$ cat src/hdl/scanpf_pkg.sv
// ----------------------------------------------------------------------------
// Scanline polygon fill package
// Opcodes, register constants and the command and status bundles that pass
// between the controller and the datapath.
// ----------------------------------------------------------------------------
package scanpf_pkg;

    // Input opcodes.
    localparam logic [1:0] OP_CLEAR = 2'd0;
    localparam logic [1:0] OP_ADD   = 2'd1;
    localparam logic [1:0] OP_SCAN  = 2'd2;

    // Line step register.
    localparam int unsigned STEP_W = 15;
    localparam logic [STEP_W-1:0] STEP_RESET = 15'd16;

    // Commands from the controller to the datapath.
    typedef struct packed {
        logic clr;        // empty the polygon
        logic add_vtx;    // store the incoming vertex
        logic set_ovf;    // a vertex was dropped
        logic vrd;        // read the vertex store
        logic lat_a;      // latch the first vertex of the edge
        logic edge_prep;  // form the edge operands
        logic mul;        // multiply and start the divide
        logic div_step;   // one restoring divide step
        logic fin;        // form the crossing
        logic brd;        // read the crossing buffer
        logic ins_shift;  // move an entry up by one
        logic ins_put;    // place the crossing and count it
        logic line_end;   // advance to the next line
        logic lat_left;   // latch the left end of a span
        logic load_span;  // present a span result
        logic load_empty; // present a line without spans
        logic load_done;  // present a finished-fill result
        logic last;       // result closes the scan item
    } t_cmd;

    // Status from the datapath to the controller.
    typedef struct packed {
        logic scan_ok;  // enough vertices and line within bounds
        logic full;     // vertex store is full
        logic hit;      // edge crosses the current line
        logic horiz;    // edge is horizontal
        logic gt;       // buffer entry lies right of the new crossing
        logic out_free; // output register can take a result
    } t_sts;

endpackage

$ cat src/hdl/scanpf_ctrl.sv
// ----------------------------------------------------------------------------
// Scanline polygon fill controller
// Sequences vertex storage, the per-edge crossing computation, sorted
// insertion into the crossing buffer and span output.
// ----------------------------------------------------------------------------
module scanpf_ctrl #(
    parameter int COORD_BITS = 16,
    parameter int AW         = 6
) (
    input  logic              i_clk,
    input  logic              i_rst_n,
    input  logic              i_accept,
    input  logic [1:0]        i_opcode,
    input  scanpf_pkg::t_sts  i_sts,
    input  logic [AW:0]       i_vcnt,
    input  logic [AW:0]       i_ccnt,
    output scanpf_pkg::t_cmd  o_cmd,
    output logic [AW-1:0]     o_vaddr,
    output logic [AW-1:0]     o_baddr,
    output logic              o_idle
);

    localparam int D  = COORD_BITS + 1;
    localparam int BW = $clog2(2 * D);

    typedef enum logic [15:0] {
        ST_IDLE  = 16'b0000_0000_0000_0001,
        ST_RD_I  = 16'b0000_0000_0000_0010,
        ST_RD_J  = 16'b0000_0000_0000_0100,
        ST_EDGE  = 16'b0000_0000_0000_1000,
        ST_CHK   = 16'b0000_0000_0001_0000,
        ST_DIV   = 16'b0000_0000_0010_0000,
        ST_FIN   = 16'b0000_0000_0100_0000,
        ST_INS   = 16'b0000_0000_1000_0000,
        ST_CMP   = 16'b0000_0001_0000_0000,
        ST_NEXT  = 16'b0000_0010_0000_0000,
        ST_LEND  = 16'b0000_0100_0000_0000,
        ST_OUT_L = 16'b0000_1000_0000_0000,
        ST_OUT_R = 16'b0001_0000_0000_0000,
        ST_OUT_W = 16'b0010_0000_0000_0000,
        ST_EMPTY = 16'b0100_0000_0000_0000,
        ST_DONE  = 16'b1000_0000_0000_0000
    } t_state;

    t_state        r_state, n_state;
    logic [AW-1:0] r_i, n_i, r_k, n_k, r_sc, n_sc;
    logic [BW-1:0] r_bit, n_bit;

    logic          last_edge, last_span;
    logic [AW:0]   spans;
    logic [AW-1:0] i_next;

    always_comb begin
        last_edge = ((AW+1)'(r_i) + 1'b1) == i_vcnt;
        i_next    = last_edge ? '0 : r_i + 1'b1;
        spans     = i_ccnt >> 1;
        last_span = ((AW+1)'(r_sc) + 1'b1) == spans;
    end

    // Next state and commands.
    always_comb begin
        n_state = r_state;
        n_i     = r_i;
        n_k     = r_k;
        n_sc    = r_sc;
        n_bit   = r_bit;
        o_cmd   = '0;
        o_vaddr = r_i;
        o_baddr = r_k;
        case (r_state)
            ST_IDLE: begin
                if (i_accept) begin
                    case (i_opcode)
                        scanpf_pkg::OP_CLEAR: begin
                            o_cmd.clr = 1'b1;
                        end
                        scanpf_pkg::OP_ADD: begin
                            o_cmd.add_vtx = !i_sts.full;
                            o_cmd.set_ovf = i_sts.full;
                        end
                        scanpf_pkg::OP_SCAN: begin
                            if (i_sts.scan_ok) begin
                                n_i     = '0;
                                n_state = ST_RD_I;
                            end else begin
                                n_state = ST_DONE;
                            end
                        end
                        default: begin
                        end
                    endcase
                end
            end
            ST_RD_I: begin
                o_cmd.vrd = 1'b1;
                n_state   = ST_RD_J;
            end
            ST_RD_J: begin
                o_cmd.vrd   = 1'b1;
                o_vaddr     = i_next;
                o_cmd.lat_a = 1'b1;
                n_state     = ST_EDGE;
            end
            ST_EDGE: begin
                o_cmd.edge_prep = 1'b1;
                n_state         = ST_CHK;
            end
            ST_CHK: begin
                if (!i_sts.hit) begin
                    n_state = ST_NEXT;
                end else if (i_sts.horiz) begin
                    n_state = ST_FIN;
                end else begin
                    o_cmd.mul = 1'b1;
                    n_bit     = '0;
                    n_state   = ST_DIV;
                end
            end
            ST_DIV: begin
                o_cmd.div_step = 1'b1;
                n_bit          = r_bit + 1'b1;
                if (r_bit == BW'(2 * D - 1)) begin
                    n_state = ST_FIN;
                end
            end
            ST_FIN: begin
                o_cmd.fin = 1'b1;
                n_k       = i_ccnt[AW-1:0];
                n_state   = ST_INS;
            end
            ST_INS: begin
                if (r_k == '0) begin
                    o_cmd.ins_put = 1'b1;
                    n_state       = ST_NEXT;
                end else begin
                    o_cmd.brd = 1'b1;
                    o_baddr   = r_k - 1'b1;
                    n_state   = ST_CMP;
                end
            end
            ST_CMP: begin
                if (i_sts.gt) begin
                    o_cmd.ins_shift = 1'b1;
                    n_k             = r_k - 1'b1;
                    n_state         = ST_INS;
                end else begin
                    o_cmd.ins_put = 1'b1;
                    n_state       = ST_NEXT;
                end
            end
            ST_NEXT: begin
                if (last_edge) begin
                    n_state = ST_LEND;
                end else begin
                    n_i     = r_i + 1'b1;
                    n_state = ST_RD_I;
                end
            end
            ST_LEND: begin
                o_cmd.line_end = 1'b1;
                n_sc           = '0;
                n_state        = (spans == '0) ? ST_EMPTY : ST_OUT_L;
            end
            ST_OUT_L: begin
                o_cmd.brd = 1'b1;
                o_baddr   = {r_sc[AW-2:0], 1'b0};
                n_state   = ST_OUT_R;
            end
            ST_OUT_R: begin
                o_cmd.brd      = 1'b1;
                o_baddr        = {r_sc[AW-2:0], 1'b1};
                o_cmd.lat_left = 1'b1;
                n_state        = ST_OUT_W;
            end
            ST_OUT_W: begin
                if (i_sts.out_free) begin
                    o_cmd.load_span = 1'b1;
                    o_cmd.last      = last_span;
                    if (last_span) begin
                        n_state = ST_IDLE;
                    end else begin
                        n_sc    = r_sc + 1'b1;
                        n_state = ST_OUT_L;
                    end
                end
            end
            ST_EMPTY: begin
                if (i_sts.out_free) begin
                    o_cmd.load_empty = 1'b1;
                    n_state          = ST_IDLE;
                end
            end
            ST_DONE: begin
                if (i_sts.out_free) begin
                    o_cmd.load_done = 1'b1;
                    n_state         = ST_IDLE;
                end
            end
            default: begin
                n_state = ST_IDLE;
            end
        endcase
    end

    // State and counters.
    always_ff @(posedge i_clk) begin
        if (!i_rst_n) begin
            r_state <= ST_IDLE;
            r_i     <= '0;
            r_k     <= '0;
            r_sc    <= '0;
            r_bit   <= '0;
        end else begin
            r_state <= n_state;
            r_i     <= n_i;
            r_k     <= n_k;
            r_sc    <= n_sc;
            r_bit   <= n_bit;
        end
    end

    assign o_idle = (r_state == ST_IDLE);

endmodule

$ cat config.mk
export PLATFORM = sky130hd
export DESIGN_NAME = scanpf_ctrl
export DESIGN_NICKNAME = d
export VERILOG_FILES = /design/src/hdl/scanpf_pkg.sv /design/src/hdl/scanpf_ctrl.sv
export SDC_FILE = /design/constraint.sdc
export NUM_CORES = 1
export LEC_CHECK = 0
export ABC_AREA = 1
export CAP_MARGIN = 20
export CORE_MARGIN = 5
export CORE_UTILIZATION = 40
export DETAILED_ROUTE_END_ITERATION = 16
export DONT_BUFFER_PORTS = 1
export PLACE_DENSITY = 0.62
export SLEW_MARGIN = 20
export SYNTH_ARGS = -nofsm -noshare
export SYNTH_HDL_FRONTEND = slang
export SYNTH_SLANG_ARGS = --single-unit
$ cat constraint.sdc
create_clock -name i_clk -period 2.1 [get_ports i_clk]
set_input_delay 0.21 -clock i_clk [delete_from_list [all_inputs] [get_ports i_clk]]
set_output_delay 0.21 -clock i_clk [all_outputs]
set_load 0.01 [all_outputs]
Word level (Yosys, flattened, before mapping). Cells that the tools add are included.

Reductions and logical operators: 16. Equality and inequality tests: 32. $add $sub $neg: 6. Mux-type cells: 58.

Operator list (number): $pmux W16 S15 (1); $mux W16 (7); $mux W6 (12); $pmux W6 S2 (4); $mux W1 (22); $mux W10 (2); $add A6 B1 Y6 const B (3); $ne A2 B2 Y1 const B (9); $pmux W6 S3 (1); $eq A16 B1 Y1 const B (1); $eq A16 B10 Y1 const B (1); $eq A16 B11 Y1 const B (1); $eq A16 B12 Y1 const B (1); $eq A16 B13 Y1 const B (1); $eq A16 B14 Y1 const B (1); $eq A16 B15 Y1 const B (1); $eq A16 B16 Y1 const B (1); $eq A16 B2 Y1 const B (1); $eq A16 B3 Y1 const B (1); $eq A16 B4 Y1 const B (1); $eq A16 B5 Y1 const B (1); $eq A16 B6 Y1 const B (1); $eq A16 B7 Y1 const B (1); $eq A16 B8 Y1 const B (1); other kinds (25) (36).

Word-level logic and storage cells: 117. Output and inout bits: 31. Input port bits: 25. Register bits after elaboration: 40.

Logic depth before layout (Yosys ltp).
Depth in word-level cells: 5. Depth in mapped cells: 13. Depth with buffers taken out: 13.

Worst setup path after synthesis. No wires, ideal clock.

Path type: register to output. From: reg r_i[0]. To: out o_vaddr[2]. Setup slack: 281 ps. Required time: 1890 ps. Buffers on the path: 0. Stages on the path, launching flop included: 11. Arrival: 1609 ps. Path through: dfxtp_1 -> ha_1 -> nand2_1 -> nor2_1 -> nand2_1 -> or2_0 -> nand2_1 -> nor2_2 -> nand2_2 -> nand2_1 -> o22ai_1.

Cells in the longest elaborated chain, start to end: 4.

RTL lines: from (decl) (line scanpf_ctrl.sv:46) `logic [AW-1:0] r_i, n_i, r_k, n_k, r_sc, n_sc;`; from (signal assigned) (line scanpf_ctrl.sv:215) `r_i <= n_i;`; $add A6 B1 Y7 (line scanpf_ctrl.sv:54) `last_edge = ((AW+1)'(r_i) + 1'b1) == i_vcnt;`; $eq A7 B7 Y1 (line scanpf_ctrl.sv:54); $mux W6 (*) (line scanpf_ctrl.sv:55) `i_next = last_edge ? '0 : r_i + 1'b1;`; $mux W6 (*) (line scanpf_ctrl.sv:70) `case (r_state)`; to (decl) (line scanpf_ctrl.sv:18) `output logic [AW-1:0] o_vaddr,`.

Mark *: on every way between the ends. The rest lies on a longest branch, timed or not.

Final worst setup path.
From: reg r_state[11]. To: out o_baddr[2].

Cells in the longest elaborated chain, start to end: 2.

RTL lines: from (decl) (line scanpf_ctrl.sv:45) `t_state r_state, n_state;`; from (signal assigned) (line scanpf_ctrl.sv:214) `r_state <= n_state;`; $eq A16 B13 Y1 (tied with other cells) (line scanpf_ctrl.sv:70); $pmux W6 S3 (*) (line scanpf_ctrl.sv:70); to (decl) (line scanpf_ctrl.sv:19) `output logic [AW-1:0] o_baddr,`.

Marks and branches as above.

==> implementation parameters <==
Parameter                              Value

Status
  Status ... completed

STA
  Setup violations, final ... 0
  Maximum achievable frequency ... 0.489 GHz
  Number of slew-limit violations in the final report ... 0
  Final period util ... 0.973
  Final Hold Vio Count ... 0
  Worst max-slew margin expressed relative to the limit ... 0.642
  Unrepaired setup endpoints after global routing ... yes
  Setup clock skew after layout ... 10.5 ps
  Transition time at the pin with the least slew margin ... 536 ps
  Worst hold margin ... 38.7 ps
  Final WS setup ... 55.9 ps
  Final min period ... 2040 ps

Routing
  Residual DRC count ... 0
  Initial drt markers ... 155
  Number of iterations in the first detailed-routing pass ... 4
  Detailed route wirelength on metal3 ... 481 um
  Met2 wirelength from detailed routing ... 4.07 mm
  Via-to-Cell Ratio ... 5.13
  Highest metal layer used by the detailed router ... met4
  Vias after detailed routing ... 3255
  Count of antenna-violating nets left after detailed routing ... 0
  Average wire length per cell after detail routing ... 13.5 um
  Total Routed Length ... 8.53 mm
  Total routed wire length on the met1 layer ... 3.91 mm

Setup path
  Worst path cell trace ... nor2_4 > nand2_4 > nor2_4 > nand3_4 > or2_4 > o211ai_1
  Cell type group with the largest total delay on the critical path ... simple AND/OR/NAND/NOR gates
  Critical path endpoint category ... output pin
  Worst EP required ... 1890 ps
  Worst Path Buf+Inv ... 0
  Max FO, Critical Path ... 8
  Worst setup SP type ... flip-flop
  Cell repeated most along the worst path ... sky130_fd_sc_hd__nor2_4
  Reg2Reg Depth ... 11
  Crit path depth ... 6
  Setup Crit Path Kind ... reg2out
  Highest cell delay on the worst timing path ... 340 ps
  CP max stage cell ... sky130_fd_sc_hd__dfxtp_2
  Arr. time, crit path ... 1830 ps

Logic synthesis
  Post-synthesis instance area ... 3170 um^2
  Post-synthesis cell count ... 511
  Per-instance average area after synthesis ... 6.20 um^2
  Proportion of synthesized flip-flops having asynchronous set or reset ... 0
  Post-synthesis register bit count ... 40
  Number of enable-type register cells in the synthesized netlist ... 0
  Ys flop type ... sky130_fd_sc_hd__dfxtp_1
  Syn Nets ... 542
  Unique masters post-synth ... 40
  Share of the yosys chip area belonging to registers ... 0.253
  Synth warnings ... 0

Die
  Total die area ... 9810 um^2
  Initial Utilization ... 0.410
  Die outline width ... 99.0 um
  Die Y-Extent ... 99.0 um
  Total I/O pin count ... 56
  Core box area ... 7730 um^2
  Number of placement rows ... 32

Final layout
  Area growth from synthesis to layout ... 17.5%
  Final Net Count ... 562
  Area occupied by registers ... 812 um^2
  Fraction of final layout cells sized beyond drive strength 1 ... 0.226
  Most frequent cells in the layout ... 122 x sky130_fd_sc_hd__nand2_1, 66 x sky130_fd_sc_hd__inv_1, 57 x sky130_fd_sc_hd__nor2_1, 44 x sky130_fd_sc_hd__nand3_1, 31 x sky130_fd_sc_hd__dfxtp_1
  Final design instance area without fill ... 3730 um^2
  Commonest non-fill, non-tap cell in the layout ... sky130_fd_sc_hd__nand2_1
  Final std cells w/o fill ... 634
  Area of combinational cells with multiple inputs ... 2230 um^2
  Number of diodes ... 0
  Number of fill cells in the layout ... 783

Global route
  Via count of the first global-routing pass ... 3021
  Global-route wire length before repair ... 13.9 mm
  Initial antenna violation count ... 0
  Global-route total usage across every layer ... 0.172
  GRT overflow ... 0
  Pin count of the biggest net entering global routing ... 29

Pwr
  Internal ... 0.00123 W
  Overall power consumption ... 0.00187 W
  Sequential power share ... 0.420
  Peak supply drop ... 0.226 mV
  Reported leakage power ... 1.66 nW
  P_sw ... 0.000644 W
  Combinational power share ... 0.291
  Clk network pwr share ... 0.289
  Proportion of total power due to net switching ... 0.345
  Areal power density over the cells ... 502 nW/um^2

Place
  Placed cell count ... 616
  Gp weighted congestion ... 0.889
  Minimum setup slack after placement ... 204 ps
  Placed standard-cell area ... 3340 um^2
  Final HPWL DP ... 6.69 mm
  Number of buffers inserted by port buffering ... 0

CTS
  Clock net sink count ... 40
  Clock latency reported for the late side of the worst-skew pair ... 300 ps
  Largest buffer count on any clock path ... 2
  # H-tree levels ... 2
  Root buf cell ... sky130_fd_sc_hd__clkbuf_8
  CTS tree ... done
  Num CTS Buffers ... 5
  Clock input transition at the sequential cells of the worst setup and hold paths ... 80 ps

Flow run
  Maximum Capacitance Violations ... 0

Worst hold path
  Hold Path Class ... in2reg
  Hold path cells ... 2
==> metrics by stage <==
step | setup TNS (ps) | util
after CTS | -3.94 | 0.454
after detailed placement | 0 | 0.432
after floorplan | 0 | -
final | 0 | 0.482
after global placement | 0 | 0.432
after global routing | -220 | 0.482
==> worst register-to-register path, cell delays in order, from the launching register on <==
cell and delay [ps]:
sky130_fd_sc_hd__dfxtp_2 340, sky130_fd_sc_hd__nor2_4 160, sky130_fd_sc_hd__nand2_4 80, sky130_fd_sc_hd__nor2_4 200, sky130_fd_sc_hd__buf_4 190, sky130_fd_sc_hd__nand3_2 130, sky130_fd_sc_hd__nor2_2 140, sky130_fd_sc_hd__nand2_1 130
sky130_fd_sc_hd__nand2_2 130, sky130_fd_sc_hd__nand2_1 60, sky130_fd_sc_hd__nor2_1 110, sky130_fd_sc_hd__nor3_2 50
==> sequential cells by signal (all words and copies together), names as in the netlist <==
register / count
r_i: 6
r_k: 6
r_sc: 6
r_bit: 6
r_state: 16
==> synth_stat cells (3+ instances only) <==
cell | number | share of area
sky130_fd_sc_hd__dfxtp_1 | 40 | 0.25
sky130_fd_sc_hd__buf_2 | 3 | 0.0047
sky130_fd_sc_hd__nand2_1 | 124 | 0.15
sky130_fd_sc_hd__nand3_4 | 3 | 0.017
sky130_fd_sc_hd__a21oi_1 | 26 | 0.041
sky130_fd_sc_hd__inv_2 | 7 | 0.0083
sky130_fd_sc_hd__inv_1 | 70 | 0.083
sky130_fd_sc_hd__xnor2_1 | 4 | 0.011
sky130_fd_sc_hd__nand4_1 | 11 | 0.022
sky130_fd_sc_hd__nand3_1 | 46 | 0.073
sky130_fd_sc_hd__o221ai_1 | 4 | 0.011
sky130_fd_sc_hd__o21ai_1 | 6 | 0.0095
sky130_fd_sc_hd__nor2_1 | 64 | 0.076
sky130_fd_sc_hd__o21ai_0 | 15 | 0.024
sky130_fd_sc_hd__o22ai_1 | 3 | 0.0059
sky130_fd_sc_hd__nand2_2 | 16 | 0.032
sky130_fd_sc_hd__clkbuf_1 | 3 | 0.0036
sky130_fd_sc_hd__xor2_1 | 3 | 0.0083
sky130_fd_sc_hd__nor2_4 | 4 | 0.014
sky130_fd_sc_hd__nand3_2 | 8 | 0.025
sky130_fd_sc_hd__nor2_2 | 8 | 0.016
sky130_fd_sc_hd__nor3_1 | 9 | 0.014
sky130_fd_sc_hd__nand3b_1 | 7 | 0.017
sky130_fd_sc_hd__ha_1 | 6 | 0.024
==> final timing paths <==
path	end	slack [ps]	from
setup / recovery	o_baddr[2]	60	r_state[11]
hold reg to reg	r_bit[4]	490	r_bit[4]
hold / removal	r_bit[0]	40	i_rst_n
setup reg to reg	r_bit[3]	290	r_state[11]
==> cell type report <==
class                           instances  share of cell area
Inverter                               79              0.0806
Multi-Input combinational cell        384               0.598
Tap cell                              102              0.0343
Sequential cell                        40               0.218
Clock buffer                            8              0.0242
Timing Repair Buffer                   21              0.0450
==> cells by family (layout without fill, tap and decap cells) <==
family / Yosys count / after routing / share of synthesized area
AOI/OAI and AO/OA: 60 / 60 / 0.110
xor gates and xnor gates: 7 / 7 / 0.0193
adders and majority gates: 6 / 6 / 0.0237
buffers and inverters: 87 / 108 / 0.108
DFF: 40 / 40 / 0.253
and+or+nand+nor: 311 / 311 / 0.486
==> per-layer routing <==
layer  vias to the layer above  track usage
met5                         -            0
li1                       1689            -
met1                      1493        0.217
met2                        66        0.291
met4                         0       0.0473
met3                         7       0.0418
==> power by group through the flow <==
stage	clock network, W	logic, W	registers, W
6_report	0.000541	0.000545	0.000785
5_1_grt	0.000580	0.000598	0.000785
4_1_cts	0.000554	0.000523	0.000782
3_5_place_dp	0	0.000490	0.000800
3_3_place_gp	0	0.000484	0.000800
2_1_floorplan	0	0.000394	0.000799
==> repair_timing <==
item	in CTS	in global routing
pin swaps	2	12
setup buffers	3	6
hold buffers	1	0
hold endpoints to repair	1	0
gates resized for setup	13	46
endpoints found under the setup margin	12	16
Power figures use the tool's default switching activity.
