[src/hdl/scanpf_pkg.sv]
// ----------------------------------------------------------------------------
// Scanline polygon fill package
// Opcodes, register constants and the command and status bundles that pass
// between the controller and the datapath.
// ----------------------------------------------------------------------------
package scanpf_pkg;

    // Input opcodes.
    localparam logic [1:0] OP_CLEAR = 2'd0;
    localparam logic [1:0] OP_ADD   = 2'd1;
    localparam logic [1:0] OP_SCAN  = 2'd2;

    // Line step register.
    localparam int unsigned STEP_W = 15;
    localparam logic [STEP_W-1:0] STEP_RESET = 15'd16;

    // Commands from the controller to the datapath.
    typedef struct packed {
        logic clr;        // empty the polygon
        logic add_vtx;    // store the incoming vertex
        logic set_ovf;    // a vertex was dropped
        logic vrd;        // read the vertex store
        logic lat_a;      // latch the first vertex of the edge
        logic edge_prep;  // form the edge operands
        logic mul;        // multiply and start the divide
        logic div_step;   // one restoring divide step
        logic fin;        // form the crossing
        logic brd;        // read the crossing buffer
        logic ins_shift;  // move an entry up by one
        logic ins_put;    // place the crossing and count it
        logic line_end;   // advance to the next line
        logic lat_left;   // latch the left end of a span
        logic load_span;  // present a span result
        logic load_empty; // present a line without spans
        logic load_done;  // present a finished-fill result
        logic last;       // result closes the scan item
    } t_cmd;

    // Status from the datapath to the controller.
    typedef struct packed {
        logic scan_ok;  // enough vertices and line within bounds
        logic full;     // vertex store is full
        logic hit;      // edge crosses the current line
        logic horiz;    // edge is horizontal
        logic gt;       // buffer entry lies right of the new crossing
        logic out_free; // output register can take a result
    } t_sts;

endpackage

[src/hdl/scanpf_dp.sv]
// ----------------------------------------------------------------------------
// Scanline polygon fill datapath
// Vertex store, crossing buffer, bounds, edge arithmetic with a bit-serial
// divider, and the output register.
// ----------------------------------------------------------------------------
module scanpf_dp #(
    parameter int MAX_VERTICES = 64,
    parameter int COORD_BITS   = 16,
    parameter int AW           = 6
) (
    input  logic                               i_clk,
    input  logic                               i_rst_n,
    input  scanpf_pkg::t_cmd                   i_cmd,
    output scanpf_pkg::t_sts                   o_sts,
    input  logic [AW-1:0]                      i_vaddr,
    input  logic [AW-1:0]                      i_baddr,
    output logic [AW:0]                        o_vcnt,
    output logic [AW:0]                        o_ccnt,
    input  logic signed [COORD_BITS-1:0]       i_vertex_x,
    input  logic signed [COORD_BITS-1:0]       i_vertex_y,
    input  logic                               i_cfg_we,
    input  logic [scanpf_pkg::STEP_W-1:0]      i_cfg_data,
    input  logic                               i_out_stall,
    output logic                               o_out_valid,
    output logic signed [COORD_BITS-1:0]       o_span_left_x,
    output logic signed [COORD_BITS-1:0]       o_span_right_x,
    output logic signed [COORD_BITS-1:0]       o_span_y,
    output logic                               o_span_valid,
    output logic                               o_last_of_line,
    output logic                               o_fill_done,
    output logic                               o_vertex_overflow
);

    localparam int C  = COORD_BITS;
    localparam int D  = C + 1;
    localparam int CY = ((C > 16) ? C : 16) + 1;

    // Memories.
    logic [2*C-1:0] r_vmem [MAX_VERTICES];
    logic [C-1:0]   r_bmem [MAX_VERTICES];
    logic [2*C-1:0] r_vrd;
    logic signed [C-1:0] r_brd;

    // Control state.
    logic [AW:0]          r_vcnt, r_ccnt;
    logic signed [C-1:0]  r_min, r_max;
    logic signed [CY-1:0] r_cur;
    logic                 r_ovf;
    logic [scanpf_pkg::STEP_W-1:0] r_step;

    // Payload registers.
    logic signed [C-1:0] r_x1, r_y1, r_x, r_left, r_line_y;
    logic [D-1:0]        r_ua, r_udx, r_udy, r_rem;
    logic [2*D-1:0]      r_prod, r_q;
    logic                r_neg, r_hit, r_horiz, r_done;

    // Output register.
    logic                r_out_valid;
    logic signed [C-1:0] r_o_l, r_o_r, r_o_y;
    logic                r_o_sv, r_o_last, r_o_done, r_o_ovf;

    // Edge operands from the latched first vertex and the read second one.
    logic signed [C-1:0] x2, y2, ly;
    logic signed [D-1:0] dy, dx, da;
    logic                hit;
    always_comb begin
        x2 = r_vrd[2*C-1:C];
        y2 = r_vrd[C-1:0];
        ly = r_cur[C-1:0];
        dy = {y2[C-1], y2} - {r_y1[C-1], r_y1};
        dx = {x2[C-1], x2} - {r_x1[C-1], r_x1};
        da = {ly[C-1], ly} - {r_y1[C-1], r_y1};
        hit = ((r_y1 <= ly) && (y2 >= ly)) || ((y2 <= ly) && (r_y1 >= ly));
    end

    // One restoring divide step.
    logic [D:0] dtrial;
    logic       dge;
    always_comb begin
        dtrial = {r_rem, r_prod[2*D-1]};
        dge    = dtrial >= {1'b0, r_udy};
    end

    // Crossing from quotient and sign.
    logic signed [D:0] xsum, x1e, qe;
    always_comb begin
        x1e  = {r_x1[C-1], r_x1[C-1], r_x1};
        qe   = {1'b0, r_q[D-1:0]};
        xsum = r_neg ? (x1e - qe) : (x1e + qe);
    end

    // Next line.
    logic signed [CY-1:0] nxt, maxe;
    logic [scanpf_pkg::STEP_W-1:0] step_eff;
    always_comb begin
        step_eff = (r_step == '0) ? scanpf_pkg::STEP_W'(1) : r_step;
        maxe     = CY'(r_max);
        nxt      = r_cur + $signed(CY'(step_eff));
    end

    logic out_free;
    assign out_free = !r_out_valid || !i_out_stall;

    // Status.
    always_comb begin
        o_sts.scan_ok  = (r_vcnt >= (AW+1)'(3)) && !(r_cur > maxe);
        o_sts.full     = (r_vcnt == (AW+1)'(MAX_VERTICES));
        o_sts.hit      = r_hit;
        o_sts.horiz    = r_horiz;
        o_sts.gt       = r_brd > r_x;
        o_sts.out_free = out_free;
    end
    assign o_vcnt = r_vcnt;
    assign o_ccnt = r_ccnt;

    // Memory ports.
    always_ff @(posedge i_clk) begin
        if (i_cmd.add_vtx) begin
            r_vmem[r_vcnt[AW-1:0]] <= {i_vertex_x, i_vertex_y};
        end
        if (i_cmd.vrd) begin
            r_vrd <= r_vmem[i_vaddr];
        end
        if (i_cmd.ins_shift) begin
            r_bmem[i_baddr] <= r_brd;
        end else if (i_cmd.ins_put) begin
            r_bmem[i_baddr] <= r_x;
        end
        if (i_cmd.brd) begin
            r_brd <= r_bmem[i_baddr];
        end
    end

    // Polygon state and line tracking.
    always_ff @(posedge i_clk) begin
        if (!i_rst_n) begin
            r_vcnt <= '0;
            r_ccnt <= '0;
            r_min  <= '0;
            r_max  <= '0;
            r_cur  <= '0;
            r_ovf  <= 1'b0;
            r_step <= scanpf_pkg::STEP_RESET;
        end else begin
            if (i_cfg_we) begin
                r_step <= i_cfg_data;
            end
            if (i_cmd.clr) begin
                r_vcnt <= '0;
                r_ccnt <= '0;
                r_min  <= '0;
                r_max  <= '0;
                r_cur  <= '0;
                r_ovf  <= 1'b0;
            end
            if (i_cmd.set_ovf) begin
                r_ovf <= 1'b1;
            end
            if (i_cmd.add_vtx) begin
                r_vcnt <= r_vcnt + 1'b1;
                if (r_vcnt == '0 || i_vertex_y < r_min) begin
                    r_min <= i_vertex_y;
                    r_cur <= CY'(i_vertex_y);
                end else begin
                    r_cur <= CY'(r_min);
                end
                if (r_vcnt == '0 || i_vertex_y > r_max) begin
                    r_max <= i_vertex_y;
                end
            end
            if (i_cmd.ins_put) begin
                r_ccnt <= r_ccnt + 1'b1;
            end
            if (i_cmd.line_end) begin
                r_cur <= nxt;
            end
            // The buffer empties once the last result of a line is loaded.
            if (i_cmd.load_empty || (i_cmd.load_span && i_cmd.last)) begin
                r_ccnt <= '0;
            end
        end
    end

    // Edge arithmetic.
    always_ff @(posedge i_clk) begin
        if (i_cmd.lat_a) begin
            r_x1 <= r_vrd[2*C-1:C];
            r_y1 <= r_vrd[C-1:0];
        end
        if (i_cmd.edge_prep) begin
            r_hit   <= hit;
            r_horiz <= (dy == '0);
            r_ua    <= da[D-1] ? D'(-da) : D'(da);
            r_udx   <= dx[D-1] ? D'(-dx) : D'(dx);
            r_udy   <= dy[D-1] ? D'(-dy) : D'(dy);
            r_neg   <= da[D-1] ^ dx[D-1] ^ dy[D-1];
        end
        if (i_cmd.mul) begin
            r_prod <= r_ua * r_udx;
            r_rem  <= '0;
            r_q    <= '0;
        end
        if (i_cmd.div_step) begin
            r_rem  <= dge ? D'(dtrial - {1'b0, r_udy}) : D'(dtrial);
            r_prod <= {r_prod[2*D-2:0], 1'b0};
            r_q    <= {r_q[2*D-2:0], dge};
        end
        if (i_cmd.fin) begin
            r_x <= r_horiz ? r_x1 : xsum[C-1:0];
        end
        if (i_cmd.line_end) begin
            r_line_y <= ly;
            r_done   <= nxt > maxe;
        end
        if (i_cmd.lat_left) begin
            r_left <= r_brd;
        end
    end

    // Output register.
    always_ff @(posedge i_clk) begin
        if (!i_rst_n) begin
            r_out_valid <= 1'b0;
        end else if (i_cmd.load_span || i_cmd.load_empty || i_cmd.load_done) begin
            r_out_valid <= 1'b1;
        end else if (!i_out_stall) begin
            r_out_valid <= 1'b0;
        end
    end

    always_ff @(posedge i_clk) begin
        if (i_cmd.load_span) begin
            r_o_l    <= r_left;
            r_o_r    <= r_brd;
            r_o_y    <= r_line_y;
            r_o_sv   <= 1'b1;
            r_o_last <= i_cmd.last;
            r_o_done <= r_done;
            r_o_ovf  <= r_ovf;
        end else if (i_cmd.load_empty) begin
            r_o_l    <= '0;
            r_o_r    <= '0;
            r_o_y    <= r_line_y;
            r_o_sv   <= 1'b0;
            r_o_last <= 1'b1;
            r_o_done <= r_done;
            r_o_ovf  <= r_ovf;
        end else if (i_cmd.load_done) begin
            r_o_l    <= '0;
            r_o_r    <= '0;
            r_o_y    <= '0;
            r_o_sv   <= 1'b0;
            r_o_last <= 1'b1;
            r_o_done <= 1'b1;
            r_o_ovf  <= r_ovf;
        end
    end

    assign o_out_valid       = r_out_valid;
    assign o_span_left_x     = r_o_l;
    assign o_span_right_x    = r_o_r;
    assign o_span_y          = r_o_y;
    assign o_span_valid      = r_o_sv;
    assign o_last_of_line    = r_o_last;
    assign o_fill_done       = r_o_done;
    assign o_vertex_overflow = r_o_ovf;

endmodule

[config.mk]
export PLATFORM = sky130hd
export DESIGN_NAME = scanpf_dp
export DESIGN_NICKNAME = d
export VERILOG_FILES = /design/src/hdl/scanpf_pkg.sv /design/src/hdl/scanpf_dp.sv
export SDC_FILE = /design/constraint.sdc
export NUM_CORES = 2
export LEC_CHECK = 0
export BUFFER_PORTS_ARGS = -buffer_cell sky130_fd_sc_hd__buf_2
export CAP_MARGIN = 20
export CORE_MARGIN = 2
export CORE_UTILIZATION = 66
export CTS_BUF_LIST = sky130_fd_sc_hd__clkbuf_4 sky130_fd_sc_hd__clkbuf_8
export DETAILED_ROUTE_END_ITERATION = 16
export GPL_ROUTABILITY_DRIVEN = 1
export PLACE_DENSITY = 0.86
export SLEW_MARGIN = 10
export SYNTH_ARGS = -nofsm -noshare
export SYNTH_HDL_FRONTEND = slang
export SYNTH_SLANG_ARGS = --single-unit
[constraint.sdc]
create_clock -name i_clk -period 8.62 [get_ports i_clk]
set_input_delay 1.293 -clock i_clk [delete_from_list [all_inputs] [get_ports i_clk]]
set_output_delay 1.293 -clock i_clk [all_outputs]
set_load 0.01 [all_outputs]
---- Word-level counts from Yosys, hierarchy flattened ----
Memory sizes are Yosys's and may differ from the RTL's. A register that Yosys moved wholly into a read port is not among the register bits.
Cells that the tools add are included.
word-level totals
  bits in registers ....................... 334
  bits in writable memories ............... 3072
  bits of input ports ..................... 81
  output and inout bits ................... 73
  logic and storage cells ................. 145
  memories ................................ 2
memory list
  memory  words  width  read ports  clocked after memory_dff  write ports  line             source
  r_vmem  64     32     1           1                         1            scanpf_dp.sv:39  logic [2*C-1:0] r_vmem [MAX_VERTICES];
  r_bmem  64     16     1           1                         1            scanpf_dp.sv:40  logic [C-1:0] r_bmem [MAX_VERTICES];
operators by class
  $add $sub $neg .......................... 12
  multipliers ............................. 1
  magnitude comparators ................... 11
  eq/ne operators ......................... 2
  muxes and demuxes ....................... 54
  bitwise operators ....................... 4
  reduce and logical (&&, ||, !) cells .... 25
operator list
  kind                   count
  $mux W16               20
  $mux W17               7
  $mux W34               2
  $neg A17 Y17           3
  $sub A16 B16 Y17       3
  $gt A17 B16 Y1         2
  $mul A17 B17 Y34       1
  $ge A16 B16 Y1         2
  $gt A16 B16 Y1         2
  $le A16 B16 Y1         2
  $mux W1                21
  $mux W7                3
  $ge A18 B17 Y1         1
  $add A17 B16 Y17       1
  $logic_not A17 Y1      1
  $sub A17 B17 Y17       1
  $add A16 B16 Y16       1
  $lt A16 B16 Y1         1
  $sub A16 B16 Y16       1
  $logic_not A15 Y1      1
  $mux W15               1
  $add A7 B1 Y7 const B  2
  $reduce_bool A2 Y1     5
  $eq A7 B7 Y1 const B   1
  11 further kinds       24

---- Depth between registers and ports, before layout ----
  depth after elaboration ................. 5
  mapped depth ............................ 24
  depth with buffers taken out ............ 23

---- Worst setup path after synthesis ----
OpenSTA, ideal clock, no wires.
  path kind ............................... register to register
  start point ............................. reg r_udx[9]
  end point ............................... reg r_prod[32], data pin
  setup time .............................. 0.135 ns
  arrival ................................. 6.176 ns
  data required time ...................... 8.485 ns
  path slack .............................. 2.309 ns
  cell stages (with the launch flop) ...... 25
  buffers on the path ..................... 2
  clock period less this slack ............ 6.311 ns
  cell sequence ........................... edfxtp_1 > clkbuf_1 > clkbuf_1 > nand2_1 > fa_1 > inv_1 > fa_1 > inv_1 > fa_1 > inv_1 > fa_1 > fa_1 > inv_1 > fa_1 > inv_1 > ha_1 > and4_1 > or2_2 > o22ai_1 > or3_1 > a41oi_1 > or3_1 > a31oi_1 > or4b_1 > nand3_1
on the way
  word-level cells in the longest chain between the ends .. 3
RTL lines
  what                    line              source
  from (decl)             scanpf_dp.sv:53   logic [D-1:0] r_ua, r_udx, r_udy, r_rem;
  from (signal assigned)  scanpf_dp.sv:194  r_udx <= dx[D-1] ? D'(-dx) : D'(dx);
  $mul A17 B17 Y34        scanpf_dp.sv:199  r_prod <= r_ua * r_udx;
  $mux W34                scanpf_dp.sv:198  if (i_cmd.mul) begin
  $mux W34                scanpf_dp.sv:203  if (i_cmd.div_step) begin
  to (signal assigned)    scanpf_dp.sv:199
  to (signal assigned)    scanpf_dp.sv:205  r_prod <= {r_prod[2*D-2:0], 1'b0};
  to (decl)               scanpf_dp.sv:54   logic [2*D-1:0] r_prod, r_q;
No other way between the ends. The select of a mux whose other input is x is not followed.
A chain may end at the register's enable or synchronous reset.

---- Worst setup path in the final report ----
  start point ............................. reg r_udx[8]
  end point ............................... reg r_prod[32], data pin
Same word-level chain as after synthesis.

==> impl_metrics.ini <==
[clocking]
cts_tree = done
post_cts_buffers = 0
clock-sinks = 3454
postCtsHoldBufs = 0
cts_made_buffers = 545
clockRootBuffer = clkbuf_8
clock_latency_ns = 1.12
clk_pin_slew_worst_paths_ns = 0.06
cts_max_path_buffers = 4
cts_resized = 0
h-tree-depth = 6

[setup_path]
cpMostUsedCell = fa_1
cp.arrival_ns = 7.81
r2r-start = r_udx[8]
path_cells = nand2_1, fa_1, inv_1, fa_1, inv_1, fa_1, inv_1, fa_1, fa_1, inv_1, fa_1, inv_1, ha_1, nand2_1, o21ai_1, o22ai_1, or3_1, a41oi_1, or3_1, a31oi_1, or4b_1, nand3_1
crit_type = flop to flop
slowest_stage = edfxtp_1
crit_path_start = r_udx[8]
cp-start-kind = flop
r2r_slack_ns = 1.73
endpoint_kind = flop
cp_data_required_time_ns = 9.54
critPathMaxFanout = 17
ff2ff_path_depth = 22
slowest_delay_ns = 0.81
rr_endpoint = r_prod[32]

[die]
die_area_mm2 = 0.225
initial_core_util = 0.665
die_h_um = 475
die_w_um = 475
rows = 172
core_mm2 = 0.220
ios = 154

[detailed_routing]
drt-total-wl_um = 393000
drt-initial-drc-count = 12374
drt_first_pass_iters = 12
wire_per_inst_um = 32.7
vias = 84158
avgViaCountPerCell = 7.01
drc_errors = 0
detail-route-antenna-nets = 0

[timing]
setup_viol = 0
setup-tns-final_ns = 0
setup_ws_ns = 1.73
fmax_mhz = 145
rsz0062_at_grt = no
slew_headroom = 0.151
drv_slew = 0
period_share = 0.799
period_needed_ns = 6.89
hold_viol = 0
whs_ns = 0.432
tightest_slew_ns = 1.26
fin_skew_ns = 0.103

[power_and_ir_drop]
power_density_mw_per_mm2 = 387
power.leakage_uw = 0.0548
vdd_drop_max_v = 0.00230

[placed_design]
placed_cells = 11067
portBuffers = 153
place_ws_ns = 1.75
hpwlAfterDp_um = 227000
finalWeightedCongestion = 0.877

[synth]
synthCells = 8156
syn_area_per_cell_um2 = 17.9
async_flop_share = 0
yosysWarnings = 0
synth_nets = 8776
synth_edf_count = 3372
synth.ff_latch_count = 3454
netlist_area_mm2 = 0.146
synth_cell_types = 94
ys_seq_area_frac = 0.703
ys.flop_type = edfxtp_1

[final_layout]
layout_common_cells = edfxtp_1, mux4_2, clkbuf_8
post-route-util = 0.737
final_common_cell = edfxtp_1
nets = 9291
finalNonFillerCells = 12012
layout-drive-gt1-share = 0.223
area_growth_pct = 10.8

[global_routing]
grt_use_total = 0.351
grt_max_degree = 143
grt_pass1_vias = 85054
grt_pass1_wl_um = 567000
grt-ovfl-total = 0
antenna_found_initial = 29

[run_status]
status = completed

[min_path]
hp-class = primary input to flop
holdPathStages = 3
hp-start = i_cmd[15]
holdPathEnd = r_ovf

[run]
maxCapViolations = 0
layout make-up:
class / count / area (um^2)
inverters: 446 / 1670
fillers: 11680 / 57800
clock buffers: 737 / 9050
repair buffers: 379 / 2850
flip-flops and latches: 3454 / 103000
multi-input cells: 3845 / 40800
diodes: 15 / 37.5
clock inverters: 178 / 1110
well taps: 2958 / 3700
stage by stage:
step / area (um^2) / power, uW
floorplan: 146000 / 42700
global placement: 152000 / 49000
detailed placement: 152000 / 49500
CTS: 162000 / 62800
global route: 162000 / 66400
finish: 162000 / 62700
cells in the mapped netlist, types with 45 or more instances:
| master | instances | area share |
|---|---|---|
| a21oi_1 | 129 | 0.0044 |
| mux2i_1 | 59 | 0.0040 |
| clkbuf_1 | 284 | 0.0073 |
| xor2_1 | 50 | 0.0030 |
| ha_1 | 309 | 0.026 |
| nor2_1 | 274 | 0.0070 |
| a22oi_1 | 256 | 0.013 |
| nor4_1 | 45 | 0.0019 |
| inv_1 | 443 | 0.011 |
| nor2b_1 | 58 | 0.0025 |
| nor3_1 | 49 | 0.0017 |
| a221oi_1 | 143 | 0.0086 |
| fa_1 | 230 | 0.031 |
| nand3_1 | 78 | 0.0027 |
| edfxtp_1 | 3372 | 0.69 |
| o21ai_0 | 144 | 0.0049 |
| buf_1 | 62 | 0.0016 |
| xnor2_1 | 110 | 0.0066 |
| a31oi_1 | 146 | 0.0062 |
| nand2_1 | 387 | 0.0099 |
| and2_1 | 183 | 0.0078 |
| buf_2 | 60 | 0.0021 |
| a22o_1 | 132 | 0.0079 |
| mux4_2 | 663 | 0.10 |
| dfxtp_1 | 82 | 0.011 |
how the worst max path moves through the flow:
| stage | end | cells past startpoint |
|---|---|---|
| floorplan | r_prod[32] | 24 |
| global placement | r_prod[32] | 22 |
| detailed placement | r_prod[32] | 22 |
| CTS | r_prod[32] | 22 |
| global route | r_prod[32] | 22 |
| finish | r_prod[32] | 22 |
power by group:
group	switching [uW]	internal [uW]	leakage, uW
sequential	470	19400	0.0315
clock	6280	7090	0.00536
combinational	17500	12000	0.0180
critical path, delay by kind of cell, from the launching register on:
kind | cells | cell delay, ns
AO/OA/AOI/OAI | 4 | 0.80
flip-flops | 1 | 0.81
buffers and inverters | 5 | 0.25
AND/OR/NAND/NOR | 6 | 1.48
adder cells (fa/ha/maj) | 7 | 3.42
cells by family (layout without fill, tap and decap cells):
logic type | Yosys count | count (layout) | synth area share
DFF | 3454 | 3454 | 0.703
and+or+nand+nor | 1217 | 1217 | 0.0405
AOI/OAI and AO/OA | 1180 | 1180 | 0.0581
buffers and inverters | 857 | 1740 | 0.0227
muxes | 749 | 749 | 0.108
adders and majority gates | 539 | 539 | 0.0579
xor gates and xnor gates | 160 | 160 | 0.00958
other | 0 | 15 | 0
state kept, by name, indices dropped and copies added (netlist names), 17 cells and up:
register  cells
r_bmem     1024
r_udy        17
r_udx        17
r_rem        17
r_cur        17
r_vrd        32
r_ua         17
r_vmem     2048
r_prod       34
layer usage:
metal  global-route usage  up-vias  wire length [um]
li1                     -    33488                 -
met3               0.0806     1555             45800
met4                0.201       20             25400
met2                0.576     7145            195000
met5                    0        -               135
met1                0.433    41950            126000
(Power assumes the default switching activity.)
